--- src/rtl/core/pwfd_pkg.sv ---
// shared types, codes and constants of the pulse-width frame decoder
// no dependencies; imported by every module of the block
package pwfd_pkg;

  localparam int CfgIndexWidth = 3;
  localparam int CfgDataWidth  = 8;
  localparam int FrameWidth    = 32;
  localparam int IndexWidth    = 6;
  localparam int ClassWidth    = 3;

  // pulse classes
  localparam logic [ClassWidth-1:0] CLS_NONE = 3'd0;
  localparam logic [ClassWidth-1:0] CLS_ZERO = 3'd1;
  localparam logic [ClassWidth-1:0] CLS_ONE  = 3'd2;
  localparam logic [ClassWidth-1:0] CLS_SYNC = 3'd3;
  localparam logic [ClassWidth-1:0] CLS_END  = 3'd5;

  // result status codes
  localparam logic [1:0] ST_OK        = 2'd0;
  localparam logic [1:0] ST_CRC_BAD   = 2'd1;
  localparam logic [1:0] ST_COUNT_BAD = 2'd2;
  localparam logic [1:0] ST_ZERO      = 2'd3;

  // register indexes
  localparam logic [CfgIndexWidth-1:0] REG_ZERO_LOW  = 3'd0;
  localparam logic [CfgIndexWidth-1:0] REG_ZERO_HIGH = 3'd1;
  localparam logic [CfgIndexWidth-1:0] REG_ONE_LOW   = 3'd2;
  localparam logic [CfgIndexWidth-1:0] REG_ONE_HIGH  = 3'd3;
  localparam logic [CfgIndexWidth-1:0] REG_SYNC_LOW  = 3'd4;
  localparam logic [CfgIndexWidth-1:0] REG_SYNC_HIGH = 3'd5;
  localparam logic [CfgIndexWidth-1:0] REG_END_MIN   = 3'd6;

  // register reset values
  localparam logic [7:0] ZERO_LOW_RST  = 8'd35;
  localparam logic [7:0] ZERO_HIGH_RST = 8'd45;
  localparam logic [7:0] ONE_LOW_RST   = 8'd73;
  localparam logic [7:0] ONE_HIGH_RST  = 8'd87;
  localparam logic [7:0] SYNC_LOW_RST  = 8'd110;
  localparam logic [7:0] SYNC_HIGH_RST = 8'd130;
  localparam logic [7:0] END_MIN_RST   = 8'd150;

  localparam logic [7:0] CRC_POLY = 8'h8c;
  localparam int PayloadWidth = 24;

  typedef struct packed {
    logic [7:0] zero_low;
    logic [7:0] zero_high;
    logic [7:0] one_low;
    logic [7:0] one_high;
    logic [7:0] sync_low;
    logic [7:0] sync_high;
    logic [7:0] end_min;
  } cfg_t;

  typedef struct packed {
    logic [1:0]  status;
    logic [10:0] value_high;
    logic [9:0]  value_low;
  } result_t;

  typedef logic [PayloadWidth-1:0][7:0] crc_cols_t;

  // crc of each single payload bit; the crc is linear so the full value
  // is the xor of the columns of the set bits
  function automatic crc_cols_t crc_columns();
    crc_cols_t  cols;
    logic [7:0] c;
    logic       fb;
    for (int i = 0; i < PayloadWidth; i++) begin
      c = '0;
      for (int j = 0; j < PayloadWidth; j++) begin
        fb = c[0] ^ (j == i);
        c  = {1'b0, c[7:1]} ^ (fb ? CRC_POLY : 8'h00);
      end
      cols[i] = c;
    end
    return cols;
  endfunction

  localparam crc_cols_t CRC_COLS = crc_columns();

endpackage

--- src/rtl/core/pwfd_classify.sv ---
// pulse classifier: sorts a width into zero, one, sync or end windows; a width in none keeps the last class
// depends on pwfd_pkg
module pwfd_classify import pwfd_pkg::*; (
  input  logic [7:0]            pulse_width,
  input  cfg_t                  cfg,
  input  logic [ClassWidth-1:0] last_class,
  output logic [ClassWidth-1:0] pulse_class
);

  // later windows take priority where they overlap
  always_comb begin
    pulse_class = last_class;
    if (pulse_width > cfg.zero_low && pulse_width < cfg.zero_high) begin
      pulse_class = CLS_ZERO;
    end
    if (pulse_width > cfg.one_low && pulse_width < cfg.one_high) begin
      pulse_class = CLS_ONE;
    end
    if (pulse_width > cfg.sync_low && pulse_width < cfg.sync_high) begin
      pulse_class = CLS_SYNC;
    end
    if (pulse_width > cfg.end_min) begin
      pulse_class = CLS_END;
    end
  end

endmodule

--- src/rtl/core/pwfd_check.sv ---
// frame checker: crc-8, bit count check and zero test on a finished frame
// depends on pwfd_pkg
module pwfd_check import pwfd_pkg::*; (
  input  logic [FrameWidth-1:0] frame_bits,
  output result_t               result
);

  logic [PayloadWidth-1:0] payload;
  logic [7:0]              crc;
  logic [3:0]              count;

  assign payload = frame_bits[FrameWidth-1:8];

  always_comb begin
    crc = '0;
    for (int i = 0; i < PayloadWidth; i++) begin
      if (payload[i]) begin
        crc = crc ^ CRC_COLS[i];
      end
    end
  end

  // even payload bits 4 to 22
  always_comb begin
    count = '0;
    for (int k = 0; k < 10; k++) begin
      count = count + 4'(payload[4 + 2 * k]);
    end
  end

  always_comb begin
    result = '0;
    if (crc != frame_bits[7:0]) begin
      result.status = ST_CRC_BAD;
    end else if (count[2:0] != payload[2:0]) begin
      result.status = ST_COUNT_BAD;
    end else if (payload == '0) begin
      result.status = ST_ZERO;
    end else begin
      result.status     = ST_OK;
      result.value_high = payload[23:13];
      result.value_low  = payload[12:3];
    end
  end

endmodule

--- src/rtl/core/pulse_width_frame_decoder_crc8_unit.sv ---
// top level of the pulse-width frame decoder with crc-8 check
// depends on pwfd_pkg, pwfd_classify and pwfd_check
//
//   channel | signals                               | role
//   --------+---------------------------------------+-------------------------
//   in      | in_valid, in_ready, pulse_width       | one measured width
//   out     | out_valid, out_ready, status, value_* | one result per end pulse
//   cfg     | cfg_we, cfg_index, cfg_data           | window register writes
//
// one item per cycle unless an end pulse waits on a full result register;
// an item is held in the input register, where classification, frame
// update and checking run, and an end pulse moves from there into the
// result register, which raises out_valid.
// reset restores the window registers and clears frame, index and class.
// only an end pulse waits on a full result register; other items pass on.
module pulse_width_frame_decoder_crc8_unit import pwfd_pkg::*; (
  input  logic                     clk,
  input  logic                     rst,
  input  logic                     in_valid,
  output logic                     in_ready,
  input  logic [7:0]               pulse_width,
  output logic                     out_valid,
  input  logic                     out_ready,
  output logic [1:0]               status,
  output logic [10:0]              value_high,
  output logic [9:0]               value_low,
  input  logic                     cfg_we,
  input  logic [CfgIndexWidth-1:0] cfg_index,
  input  logic [CfgDataWidth-1:0]  cfg_data
);

  cfg_t                  cfg;
  logic                  s1_valid;
  logic [7:0]            s1_width;
  logic [FrameWidth-1:0] frame_bits;
  logic [FrameWidth-1:0] frame_bits_next;
  logic [IndexWidth-1:0] bit_index;
  logic [IndexWidth-1:0] bit_index_next;
  logic [ClassWidth-1:0] last_class;
  logic [ClassWidth-1:0] pulse_class;
  logic                  emit;
  logic                  out_free;
  logic                  s1_go;
  logic                  s1_fire;
  result_t               result;

  always_ff @(posedge clk) begin
    if (rst) begin
      cfg.zero_low  <= ZERO_LOW_RST;
      cfg.zero_high <= ZERO_HIGH_RST;
      cfg.one_low   <= ONE_LOW_RST;
      cfg.one_high  <= ONE_HIGH_RST;
      cfg.sync_low  <= SYNC_LOW_RST;
      cfg.sync_high <= SYNC_HIGH_RST;
      cfg.end_min   <= END_MIN_RST;
    end else if (cfg_we) begin
      case (cfg_index)
        REG_ZERO_LOW:  cfg.zero_low  <= cfg_data;
        REG_ZERO_HIGH: cfg.zero_high <= cfg_data;
        REG_ONE_LOW:   cfg.one_low   <= cfg_data;
        REG_ONE_HIGH:  cfg.one_high  <= cfg_data;
        REG_SYNC_LOW:  cfg.sync_low  <= cfg_data;
        REG_SYNC_HIGH: cfg.sync_high <= cfg_data;
        REG_END_MIN:   cfg.end_min   <= cfg_data;
        default: ;
      endcase
    end
  end

  pwfd_classify u_classify (
    .pulse_width (s1_width),
    .cfg         (cfg),
    .last_class  (last_class),
    .pulse_class (pulse_class)
  );

  pwfd_check u_check (
    .frame_bits (frame_bits),
    .result     (result)
  );

  assign emit     = (pulse_class == CLS_END);
  assign out_free = !out_valid || out_ready;
  assign s1_go    = !emit || out_free;
  assign s1_fire  = s1_valid && s1_go;
  assign in_ready = !s1_valid || s1_go;

  always_comb begin
    frame_bits_next = frame_bits;
    bit_index_next  = bit_index;
    case (pulse_class)
      CLS_ONE: begin
        if (!bit_index[IndexWidth-1]) begin
          frame_bits_next[bit_index[IndexWidth-2:0]] = 1'b1;
          bit_index_next = bit_index + 1'b1;
        end
      end
      CLS_ZERO: begin
        if (!bit_index[IndexWidth-1]) begin
          bit_index_next = bit_index + 1'b1;
        end
      end
      CLS_SYNC, CLS_END: begin
        frame_bits_next = '0;
        bit_index_next  = '0;
      end
      default: ;
    endcase
  end

  always_ff @(posedge clk) begin
    if (rst) begin
      s1_valid   <= 1'b0;
      frame_bits <= '0;
      bit_index  <= '0;
      last_class <= CLS_NONE;
    end else begin
      if (in_valid && in_ready) begin
        s1_valid <= 1'b1;
      end else if (s1_fire) begin
        s1_valid <= 1'b0;
      end
      if (s1_fire) begin
        frame_bits <= frame_bits_next;
        bit_index  <= bit_index_next;
        last_class <= pulse_class;
      end
    end
  end

  always_ff @(posedge clk) begin
    if (in_valid && in_ready) begin
      s1_width <= pulse_width;
    end
  end

  always_ff @(posedge clk) begin
    if (rst) begin
      out_valid <= 1'b0;
    end else if (s1_fire && emit) begin
      out_valid <= 1'b1;
    end else if (out_ready) begin
      out_valid <= 1'b0;
    end
  end

  always_ff @(posedge clk) begin
    if (s1_fire && emit) begin
      status     <= result.status;
      value_high <= result.value_high;
      value_low  <= result.value_low;
    end
  end

`ifndef SYNTHESIS
  a_index_sat: assert property (@(posedge clk) disable iff (rst)
    bit_index <= IndexWidth'(FrameWidth))
    else $error("bit index beyond frame");

  a_bits_below_index: assert property (@(posedge clk) disable iff (rst)
    !bit_index[IndexWidth-1] |-> ((frame_bits >> bit_index) == '0))
    else $error("frame bit set at or above bit index");

  a_end_clears: assert property (@(posedge clk) disable iff (rst)
    s1_fire && emit |=> frame_bits == '0 && bit_index == '0)
    else $error("frame not cleared after end pulse");

  a_fail_zero_values: assert property (@(posedge clk) disable iff (rst)
    out_valid && status != ST_OK |-> value_high == '0 && value_low == '0)
    else $error("value fields set on a failed frame");

  a_stall_holds: assert property (@(posedge clk) disable iff (rst)
    s1_valid && !s1_go |=> s1_valid && $stable(s1_width))
    else $error("stalled item lost from input register");
`endif

endmodule

--- config.mk ---
export PLATFORM = sky130hd
export DESIGN_NAME = pulse_width_frame_decoder_crc8_unit
export DESIGN_NICKNAME = d
export VERILOG_FILES = /design/src/rtl/core/pwfd_pkg.sv /design/src/rtl/core/pwfd_classify.sv /design/src/rtl/core/pwfd_check.sv /design/src/rtl/core/pulse_width_frame_decoder_crc8_unit.sv
export SDC_FILE = /design/constraint.sdc
export NUM_CORES = 1
export LEC_CHECK = 0
export BUFFER_PORTS_ARGS = -buffer_cell sky130_fd_sc_hd__buf_2
export CORE_MARGIN = 10
export CORE_UTILIZATION = 64
export CTS_BUF_LIST = sky130_fd_sc_hd__clkbuf_16
export DETAILED_ROUTE_END_ITERATION = 16
export PLACE_DENSITY = 0.83
export SLEW_MARGIN = 5
export SYNTH_ARGS = -nofsm -noshare
export SYNTH_HDL_FRONTEND = slang
export SYNTH_SLANG_ARGS = --single-unit
--- constraint.sdc ---
create_clock -name clk -period 11.6 [get_ports clk]
set_input_delay 1.74 -clock clk [delete_from_list [all_inputs] [get_ports clk]]
set_output_delay 1.74 -clock clk [all_outputs]
set_load 0.02 [all_outputs]
Word-level counts from Yosys, hierarchy flattened

Cells that the tools add are included.

Add/subtract/negate cells: 10
Order comparisons: 9
Equality and inequality tests: 14
Mux-type cells: 40
Bitwise gates (word level): 24
Reductions and logical operators: 32

Operators with widths:

| kind                                                                          | count |
|---|---|
| 8-bit two-way mux                                                             | 12 |
| 32-bit one-hot mux with 2 select lines                                        | 1 |
| 5-bit inverter                                                                | 10 |
| 7-bit two-way mux                                                             | 7 |
| 3-bit inverter                                                                | 13 |
| 6-bit two-way mux                                                             | 6 |
| 8-bit greater-than comparator                                                 | 4 |
| 32-bit two-way mux                                                            | 1 |
| 32-bit bitwise OR                                                             | 1 |
| 3-bit by 1-bit adder with 3-bit output                                        | 8 |
| 24-bit zero test                                                              | 1 |
| 8-bit less-than comparator                                                    | 3 |
| 2-bit AND reduction                                                           | 8 |
| 3-bit by 2-bit == test with 1-bit output (second input constant)              | 4 |
| 3-bit == test (second input constant)                                         | 4 |
| 3-bit two-way mux                                                             | 4 |
| 6-bit one-hot mux with 2 select lines                                         | 1 |
| 8-bit != test                                                                 | 1 |
| 2-bit nonzero test                                                            | 4 |
| 1-bit logical AND                                                             | 7 |
| 6-bit by 1-bit adder with 6-bit output (second input constant)                | 1 |
| 3-bit by 1-bit == test with 1-bit output (second input constant)              | 2 |
| 5-bit by 6-bit less-than comparator with 1-bit output (second input constant) | 1 |
| 3-bit AND reduction                                                           | 2 |
| 12 further kinds                                                              | 23 |

Flip-flop bits (word level): 130
Input port bits: 24
Output and inout bits: 25
Word-level logic and storage cells: 146

Longest topological paths before layout

Gate-level depths: netlist of the first run.

Word-level depth: 49
Depth in mapped cells: 14
Gate-level depth less buffers: 13

By module

From an unflattened synthesis of the first run, not the netlist that was laid out.

Cells, all modules: 770
Area total of the unflattened synthesis: 7487.2 µm²

By module, submodules not included:

| module                              | times used | cells each | area each (µm²) | seq. area each (µm²) |
|---|---|---|---|---|
| pulse_width_frame_decoder_crc8_unit | 1          | 464        | 4793.3          | 2912.8 |
| pwfd_classify                       | 1          | 188        | 1428.9          | 0.0 |
| pwfd_check                          | 1          | 118        | 1265.0          | 0.0 |

Worst setup path after synthesis of the first run

OpenSTA, ideal clock, no wires.

Path type: reg2reg
Start point: register frame_bits[12]
End point: register value_low[1] (data pin)
Library setup time: 0.131 ns
Data arrival time: 3.861 ns
Required time: 11.469 ns
Setup slack: 7.608 ns
Cell stages (with the launch flop): 15
Buffers on the path: 1
Clock period less this slack: 3.992 ns
Path through: dfxtp_1 -> ha_1 -> inv_1 -> fa_1 -> fa_1 -> fa_1 -> fa_1 -> fa_1 -> xnor2_1 -> xnor2_1 -> nor3_1 -> o21ai_2 -> nor2_4 -> buf_6 -> and2_1

Longest elaborated chain between the ends: 31
Elaborated cells on any way between the ends: 49
Classes of those cells: add/sub (9); eq/ne (2); mux (20); bitwise (16); reduce/logical (2)

RTL lines:

| element                                                                                         | line                                       | source |
|---|---|---|
| start, declared                                                                                 | pulse_width_frame_decoder_crc8_unit.sv:35  | `logic [FrameWidth-1:0] frame_bits;` |
| start signal, assigned                                                                          | pulse_width_frame_decoder_crc8_unit.sv:124 | `frame_bits <= frame_bits_next;` |
| parallel branches: the longest is 31 deep, another holds 3-bit by 1-bit adder with 3-bit output | --                                         |  |
| end signal, assigned                                                                            | pulse_width_frame_decoder_crc8_unit.sv:151 | `value_low <= result.value_low;` |
| end, declared                                                                                   | pulse_width_frame_decoder_crc8_unit.sv:26  | `output logic [9:0] value_low,` |

Several ways; the timed one is not identified.
A chain may end at the register's enable or synchronous reset.

Worst setup path in the final report of the first run

Start point: register s1_width[1]
End point: output in_ready

Longest elaborated chain between the ends: 10
Elaborated cells on any way between the ends: 18
Classes of those cells: order compare (7); eq/ne (1); mux (4); reduce/logical (6)

RTL lines:

| element                                                                            | line                                       | source |
|---|---|---|
| start, declared                                                                    | pulse_width_frame_decoder_crc8_unit.sv:34  | `logic [7:0] s1_width;` |
| start signal, assigned                                                             | pulse_width_frame_decoder_crc8_unit.sv:133 | `s1_width <= pulse_width;` |
| 8-bit greater-than comparator / 8-bit less-than comparator (equally long branches) | pwfd_classify.sv:13                        | `if (pulse_width > cfg.zero_low && pulse_width < cfg.zero_high) begin` |
| 1-bit logical AND                                                                  | pwfd_classify.sv:13                        |  |
| 3-bit two-way mux                                                                  | pwfd_classify.sv:13                        |  |
| 3-bit two-way mux                                                                  | pwfd_classify.sv:16                        | `if (pulse_width > cfg.one_low && pulse_width < cfg.one_high) begin` |
| 3-bit two-way mux                                                                  | pwfd_classify.sv:19                        | `if (pulse_width > cfg.sync_low && pulse_width < cfg.sync_high) begin` |
| 3-bit two-way mux *                                                                | pwfd_classify.sv:22                        | `if (pulse_width > cfg.end_min) begin` |
| 3-bit == test *                                                                    | pulse_width_frame_decoder_crc8_unit.sv:82  | `assign emit = (pulse_class == CLS_END);` |
| 1-bit zero test *                                                                  | pulse_width_frame_decoder_crc8_unit.sv:84  | `assign s1_go = !emit \|\| out_free;` |
| 1-bit logical OR *                                                                 | pulse_width_frame_decoder_crc8_unit.sv:84  |  |
| 1-bit logical OR *                                                                 | pulse_width_frame_decoder_crc8_unit.sv:86  | `assign in_ready = !s1_valid \|\| s1_go;` |
| end, declared                                                                      | pulse_width_frame_decoder_crc8_unit.sv:20  | `output logic in_ready,` |

Every way passes the cells marked *; elsewhere a longest branch is shown, timed or not.

==> metrics, run 1 <==
CTS Hold Bufs=0; largest net degree at the start of global routing=52; CP arrival=about 3.2 ns; synthesized cell area=7290 µm²; share of layout cells above drive strength 1=12.2%; DR DRC count=0; WP data required=between 9 and 10 ns; synth unique cells=69; Post-Place Worst Slack=slightly above 7 ns; final instance area=8170 µm²; CTS max path bufs=2; Area contributors post-synth=dfxtp_1 (27%), edfxtp_1 (13%), ha_1 (10%); Reg clk slew, reported paths=approximately 0.060 ns; CP endpoint kind=output port; GRT Total Usage=23.6%; Buffers on Ports=48; initial antenna violation count=0; Critical Path Start Type=flip-flop; HPWL after DPL=about 14 mm; Reg-to-Reg Start=frame_bits[12]$_SDFFE_PP0P_; worst slew pin tran=roughly 1.3 ns; Tmin final=about 5.0 ns; clk_skew=~0.0081 ns; number of global-route vias before repair=about 5700; Overflow after GRT=0; Initial Util=between 60% and 70%; Synthesis Warnings=0; Leak=~3.3 nW; EDFF count, synth=31; area leader, netlist=dfxtp_1; final worst-path setup slack=~6.6 ns; die width=approximately 130 µm; first-pass GRT wire length=slightly above 30 mm; H-tree levels=4; sequential cell area fraction in the yosys report=approximately two fifths; num ports=about 50; final setup violation count=0; flops & latches, synth=between 100 and 150; peak supply drop=between 150 and 200 µV; Hold Startpoint=cfg[12]$_SDFFE_PP0P_; CORE AREA=between 10000 and 15000 µm²; TNS Setup=0 ns; Max-Cap Viols=0; Tcrit/Tclk final=42.7%; share of the synthesized area in the top cell type=approximately 27%; Post-Syn Instances=a little under 800; fraction of registers with async set/reset=0%; postcts setup bufs=0; final count of hold timing violations=0; Final Max Slew Viols=0; drt pass-1 iters=5; RSZ-0062 raised after global routing=false; crit path kind=flip-flop to output port; Area Growth Syn to Fin=12.0%; top_reg_cell synth=dfxtp_1; Diodes inserted=0; worst-skew pair later-pin latency=~0.43 ns; final net count=between 900 and 1000; Mapped Avg Cell Area=slightly above 9 µm²; Die Span Y=127 µm; Max-slew headroom=14.9%; total power=roughly 1.1 mW; Routed WL=roughly 19 mm; Rows=38; CTS tree=done; Fmax achieved=between 0.2 and 0.25 GHz; outcome=finished clean; drt wl/cell=19.5 µm; Detail Route Antenna Nets=0; Synthesized Nets=883; CTS resizes=0; final core utilization=74.4%; hold crit path type=flip-flop to flip-flop; TritonCTS sink count=130; CP startpoint=s1_width[1]$_DFFE_PP_; placed inst area=~7600 µm²; DR vias/cell=around 6; root buffer cell=clkbuf_16; Die ar.=16100 µm²; DR vias=around 6000; P per Cell Area=between 100 and 150 nW/µm²; largest fanout on the critical path=9; DRT iter0 DRCs=714; gp weighted congestion=between 0.9 and 1; CTS Buf Count=17
## cells by family (layout without fill, tap and decap cells)
logic type	count (synthesis)	count (layout)	synth area share (%)
simple gates	283	283	19.5
compound gates	141	141	13.8
flops	130	130	39.9
buf+inv	108	156	5.95
fa+ha+maj	65	65	11.8
xor+xnor	54	54	7.27
mux	13	13	1.80
## metal layers
metal  share of wire [%]  wire, µm  GRT usage, %
met5                   0         0             0
met4                 3.1       594          9.98
met3                  10      1920          5.21
met2                  46      8770          36.8
met1                  41      7840          30.8
## final timing paths
check,to,slack [ns],depth (start not counted)
min,cfg[12]$_SDFFE_PP0P_,0.46,2
max,in_ready,6.65,9
max reg2reg,value_low[4]$_SDFFCE_PP0P_,7.19,13
min reg2reg,cfg[12]$_SDFFE_PP0P_,0.46,2
## per-stage QoR
| stage | instances | hold slack [ns] |
|---|---|---|
| after CTS | 982 | 0.456 |
| after global routing | 982 | 0.472 |
| after floorplan | 794 | 0.432 |
| after detailed placement | 950 | 0.446 |
| after global placement | 950 | 0.445 |
| final | 982 | 0.456 |
## cells in the final DEF (no fill, tap or decap), drive strengths merged, types with 3 or more instances in the layout
cell     n
a21o     8
nand2b   5
nor2    70
o31ai    4
nor3    16
nand3b  14
clkbuf  19
nor3b    4
and3     6
nand4   20
a211o   15
xnor2   42
a41oi   23
o21a     3
edfxtp  31
a211oi   4
and2    16
mux2i   12
o211ai   3
buf     52
xnor3    3
xor2     9
o21ai    9
a31oi    3
dfxtp   99
nand3   16
inv     77
nand2   91
ha      59
fa       6
a21oi   51
nor4     4
clkinv   5
nor2b   10
## registers in the layout, indices dropped and copies added, names as in the netlist
| register | count |
|---|---|
| s1_valid | 1 |
| last_class | 3 |
| bit_index | 6 |
| status | 2 |
| out_valid | 1 |
| s1_width | 8 |
| value_low | 10 |
| value_high | 11 |
| frame_bits | 32 |
| cfg | 56 |
## power by group
group | internal (mW) | total, mW | leakage, nW | switching [mW]
Clock | 0.322 | 0.535 | 0.289 | 0.213
Sequential | 0.475 | 0.486 | 1.08 | 0.0101
Combinational | 0.0370 | 0.109 | 1.97 | 0.0717
Total | 0.835 | 1.13 | 3.34 | 0.295
## worst max-delay path, cell delays in order, from the launching register on
cell,delay (ns)
edfxtp_1,0.55
ha_1,0.36
nor2b_1,0.13
o21bai_1,0.13
a31oi_1,0.09
o211ai_1,0.57
nand3_1,0.20
o21ai_0,0.27
nand4b_1,0.25
buf_2,0.24
## cell type report
type | instances | area, µm²
timing repair buffer | 52 | 270
inverter | 72 | 270
multi-input combinational | 556 | 3950
clock inverter | 13 | 121
sequential | 130 | 2910
clock buffer | 19 | 475
tap | 140 | 175
fill | 781 | 2810
## cell usage after synthesis (3+ instances only)
cell	number
o21a_1	3
nand3b_1	14
nand2b_1	5
nand4_1	20
mux2i_1	12
nor3_1	8
nand2_1	91
buf_2	11
clkbuf_1	21
o31ai_1	4
fa_1	6
nand3_1	15
ha_1	59
a211o_1	15
nor3b_1	4
and2_1	16
inv_1	72
o21ai_0	7
a31oi_1	3
nor4_1	4
nor3_2	8
edfxtp_1	31
xor2_1	8
a211oi_1	4
a21oi_1	50
nor2b_1	10
a41oi_1	22
dfxtp_1	99
xnor2_1	41
and3_1	6
nor2_1	69
a21o_1	8
No activity file was read; power rests on OpenSTA's default activity.
==> inputs of run 2 (changes only) <==
--- a/config.mk
+++ b/config.mk
@@ -5,12 +5,13 @@
 export SDC_FILE = /design/constraint.sdc
 export NUM_CORES = 1
 export LEC_CHECK = 0
+export ABC_AREA = 1
 export BUFFER_PORTS_ARGS = -buffer_cell sky130_fd_sc_hd__buf_2
 export CORE_MARGIN = 10
-export CORE_UTILIZATION = 64
+export CORE_UTILIZATION = 61
 export CTS_BUF_LIST = sky130_fd_sc_hd__clkbuf_16
 export DETAILED_ROUTE_END_ITERATION = 16
-export PLACE_DENSITY = 0.83
+export PLACE_DENSITY = 0.79
 export SLEW_MARGIN = 5
 export SYNTH_ARGS = -nofsm -noshare
 export SYNTH_HDL_FRONTEND = slang
==> constraint.sdc (replaced) <==
create_clock -name clk -period 5 [get_ports clk]
set_input_delay 0.75 -clock clk [delete_from_list [all_inputs] [get_ports clk]]
set_output_delay 0.75 -clock clk [all_outputs]
set_load 0.02 [all_outputs]
==> run 2 against run 1 <==
- cell area is 4.7% higher
- non-clock buffer count is 1 lower
- clock skew is 0.0015 ns lower
- combinational power grew to 3.1 times the previous value
- die area is 7.7% higher
- sequential power rose by 130%
- core utilization shrank 3.8 points
- worst setup slack worse by 6.1 ns
- synthesized cell count grew 19%
- critical path depth is 5 higher
- area after synthesis rose by 4.1%
- via count rose by 3.0%
- critical endpoint is now value_low[3]$_SDFFCE_PP0P_
==> metrics, run 2 <==
outcome=finished clean; EDFF count, synth=31 (unchanged); hold crit path type=flip-flop to flip-flop; final non-filler cell total=1166 (+19%); Leak=3.67 nW (+9.8%); sequential cell area fraction in the yosys report=38.4% (-1.6 points); fraction of registers with async set/reset=0% (unchanged); share of the synthesized area in the top cell type=26.1% (-1.1 points); CTS Hold Bufs=0 (unchanged); Area Growth Syn to Fin=12.7%; total power=2.84 mW (+150%); drt pass-1 iters=5 (unchanged); Routed WL=17.8 mm (-7.1%); Tmin final=approximately 4.4 ns; Top reg by flops=cfg; Post-Syn Instances=944 (+19%); Reg clk slew, reported paths=0.06 ns (about the same); share of layout cells above drive strength 1=13.7% (+1.5 points); final setup violation count=0 (unchanged); Die Span Y=132 µm (+3.8%); Max-Cap Viols=0 (unchanged); commonest non-fill, non-tap cells in the layout=nand2_1 (151), inv_1 (139), dfxtp_1 (99); number of global-route vias before repair=6015 (+5.4%); Final Max Slew Viols=0 (unchanged); top post-synthesis cells by count=nand2_1 (151), inv_1 (139), dfxtp_1 (99), a21oi_1 (88), nor2_1 (84); Post-Place Worst Slack=0.622 ns (-6.53 ns); Fmax achieved=0.225 GHz; Die ar.=17300 µm² (+7.7%); CORE AREA=12100 µm² (+10%); GRT Total Usage=20.7% (-2.9 points); WP data required=5.29 ns (-4.57 ns); final core utilization=70.7% (-3.8 points); peak supply drop=264 µV (+65%); worst path bufs/invs=3 (+2); first-pass GRT wire length=29.4 mm (-2.6%); synthesized cell area=7590 µm² (+4.1%); Diodes inserted=0 (unchanged); DR DRC count=0 (unchanged); Crit path max-delay family=adder cells; CTS resizes=0 (unchanged); Max-slew headroom=25.5% (+11 points); Critical Path Start Type=flip-flop; Mapped Avg Cell Area=8.04 µm² (-12%); area leader, netlist=dfxtp_1; final net count=1074 (+17%); HPWL after DPL=12.5 mm (-9.7%); synth unique cells=40 (-42%); Buffers on Ports=48 (unchanged); num ports=49 (unchanged); Initial Util=62.7% (-3.7 points); gp weighted congestion=0.923 (+0.35%); final instance area=8560 µm² (+4.7%); slowest stage delay, CP=0.52 ns (-0.05 ns); most frequent cell after synthesis=nand2_1; final count of hold timing violations=0 (unchanged); Crit path top cell by count=fa_1; clk_skew=0.00664 ns (-0.00145 ns); CP endpoint kind=flip-flop; Area contributors post-synth=dfxtp_1 (26%), edfxtp_1 (12%), ha_1 (9.7%); Tcrit/Tclk final=88.9%; die width=132 µm (+3.8%); Synthesized Nets=1033 (+17%); max FFs per register=56 (unchanged); worst-skew pair later-pin latency=0.43 ns (about the same); H-tree levels=4 (unchanged); initial antenna violation count=0 (unchanged); TritonCTS sink count=130 (unchanged); Overflow after GRT=0 (unchanged); largest fanout on the critical path=18 (+9); placed inst area=7920 µm² (+4.5%); layout filler cell count=966 (+24%); postcts setup bufs=0 (unchanged); CTS tree=done; crit path kind=flip-flop to flip-flop; flops & latches, synth=130 (unchanged); WHS=0.461 ns (+0.00536 ns); CTS Buf Count=17 (unchanged); most common cell after layout, fill and taps aside=nand2_1; Placed Instances=1134 (+19%); drt wl/cell=15.2 µm (-22%); final worst-path setup slack=0.553 ns (-6.09 ns); Detail Route Antenna Nets=0 (unchanged); DRT iter0 DRCs=606 (-15%); worst slew pin tran=1.11 ns (-0.164 ns); critical path, cell by cell=ha_1, inv_1, fa_1, fa_1, fa_1, fa_1, fa_1, xnor2_1, nor4_1, inv_1, nor2_1, nand3_2, buf_4, nor2_2; root buffer cell=clkbuf_16; Slowest-stage cell, CP=fa_1; CP arrival=4.74 ns (+1.53 ns); top_reg_cell synth=dfxtp_1; DR vias/cell=5.35 (-13%); RSZ-0062 raised after global routing=false; DR vias=6241 (+3.0%); Synthesis Warnings=0 (unchanged); CTS max path bufs=2 (unchanged); TNS Setup=0 ns (unchanged); P per Cell Area=331 nW/µm² (+140%); Rows=40 (+5.3%); largest net degree at the start of global routing=60 (+15%); top flop regs=cfg: 56 flops, frame_bits: 32 flops, value_high: 11 flops
## run 2: cells by family (layout without fill, tap and decap cells)
kind of cell | after synthesis | count (layout) | share of synthesized area (%)
compound gates | 154 | 154 | 11.1
xor+xnor | 74 | 74 | 8.83
fa+ha+maj | 65 | 65 | 11.3
buf+inv | 178 | 232 | 9.39
flops | 130 | 130 | 38.4
simple gates | 343 | 343 | 21.0
## run 2: area by class of cell
class / instances / area, µm² / share of cell area (%)
Timing Repair Buffer: 51 / 263 / 3.07
Multi-Input combinational cell: 636 / 3970 / 46.4
Inverter: 149 / 559 / 6.54
Clock inverter: 15 / 214 / 2.50
Tap cell: 168 / 210 / 2.46
Clock buffer: 17 / 425 / 4.97
Sequential cell: 130 / 2910 / 34.0
## run 2: final timing paths
kind | start | slack, ns | endpoint | cells after the start
setup / recovery | frame_bits[12]$_SDFFE_PP0P_ | 0.55 | value_low[3]$_SDFFCE_PP0P_ | 14
hold reg to reg | cfg[27]$_SDFFE_PP0P_ | 0.46 | cfg[27]$_SDFFE_PP0P_ | 2
hold / removal | cfg[27]$_SDFFE_PP0P_ | 0.46 | cfg[27]$_SDFFE_PP0P_ | 2
setup reg to reg | frame_bits[12]$_SDFFE_PP0P_ | 0.55 | value_low[3]$_SDFFCE_PP0P_ | 14
## run 2: routing by layer
| layer | vias up | wire, µm | track usage, % |
|---|---|---|---|
| li1 | 3156 | - | - |
| met1 | 2888 | 8240 | 26.9 |
| met2 | 159 | 8130 | 31.7 |
| met3 | 38 | 1010 | 5.64 |
| met4 | 0 | 385 | 8.28 |
| met5 | - | 0 | 0 |
## run 2: where the power goes
group	leakage, nW	internal, mW	switching, mW
Clock	0.306	0.879	0.484
Sequential	1.10	1.11	0.0247
Combinational	2.27	0.107	0.232
Total	3.67	2.10	0.740
## run 2: worst min-delay path, cell delays in order (launching register included)
cell and delay, ns:
dfxtp_1 0.29, inv_1 0.06, a21oi_1 0.06
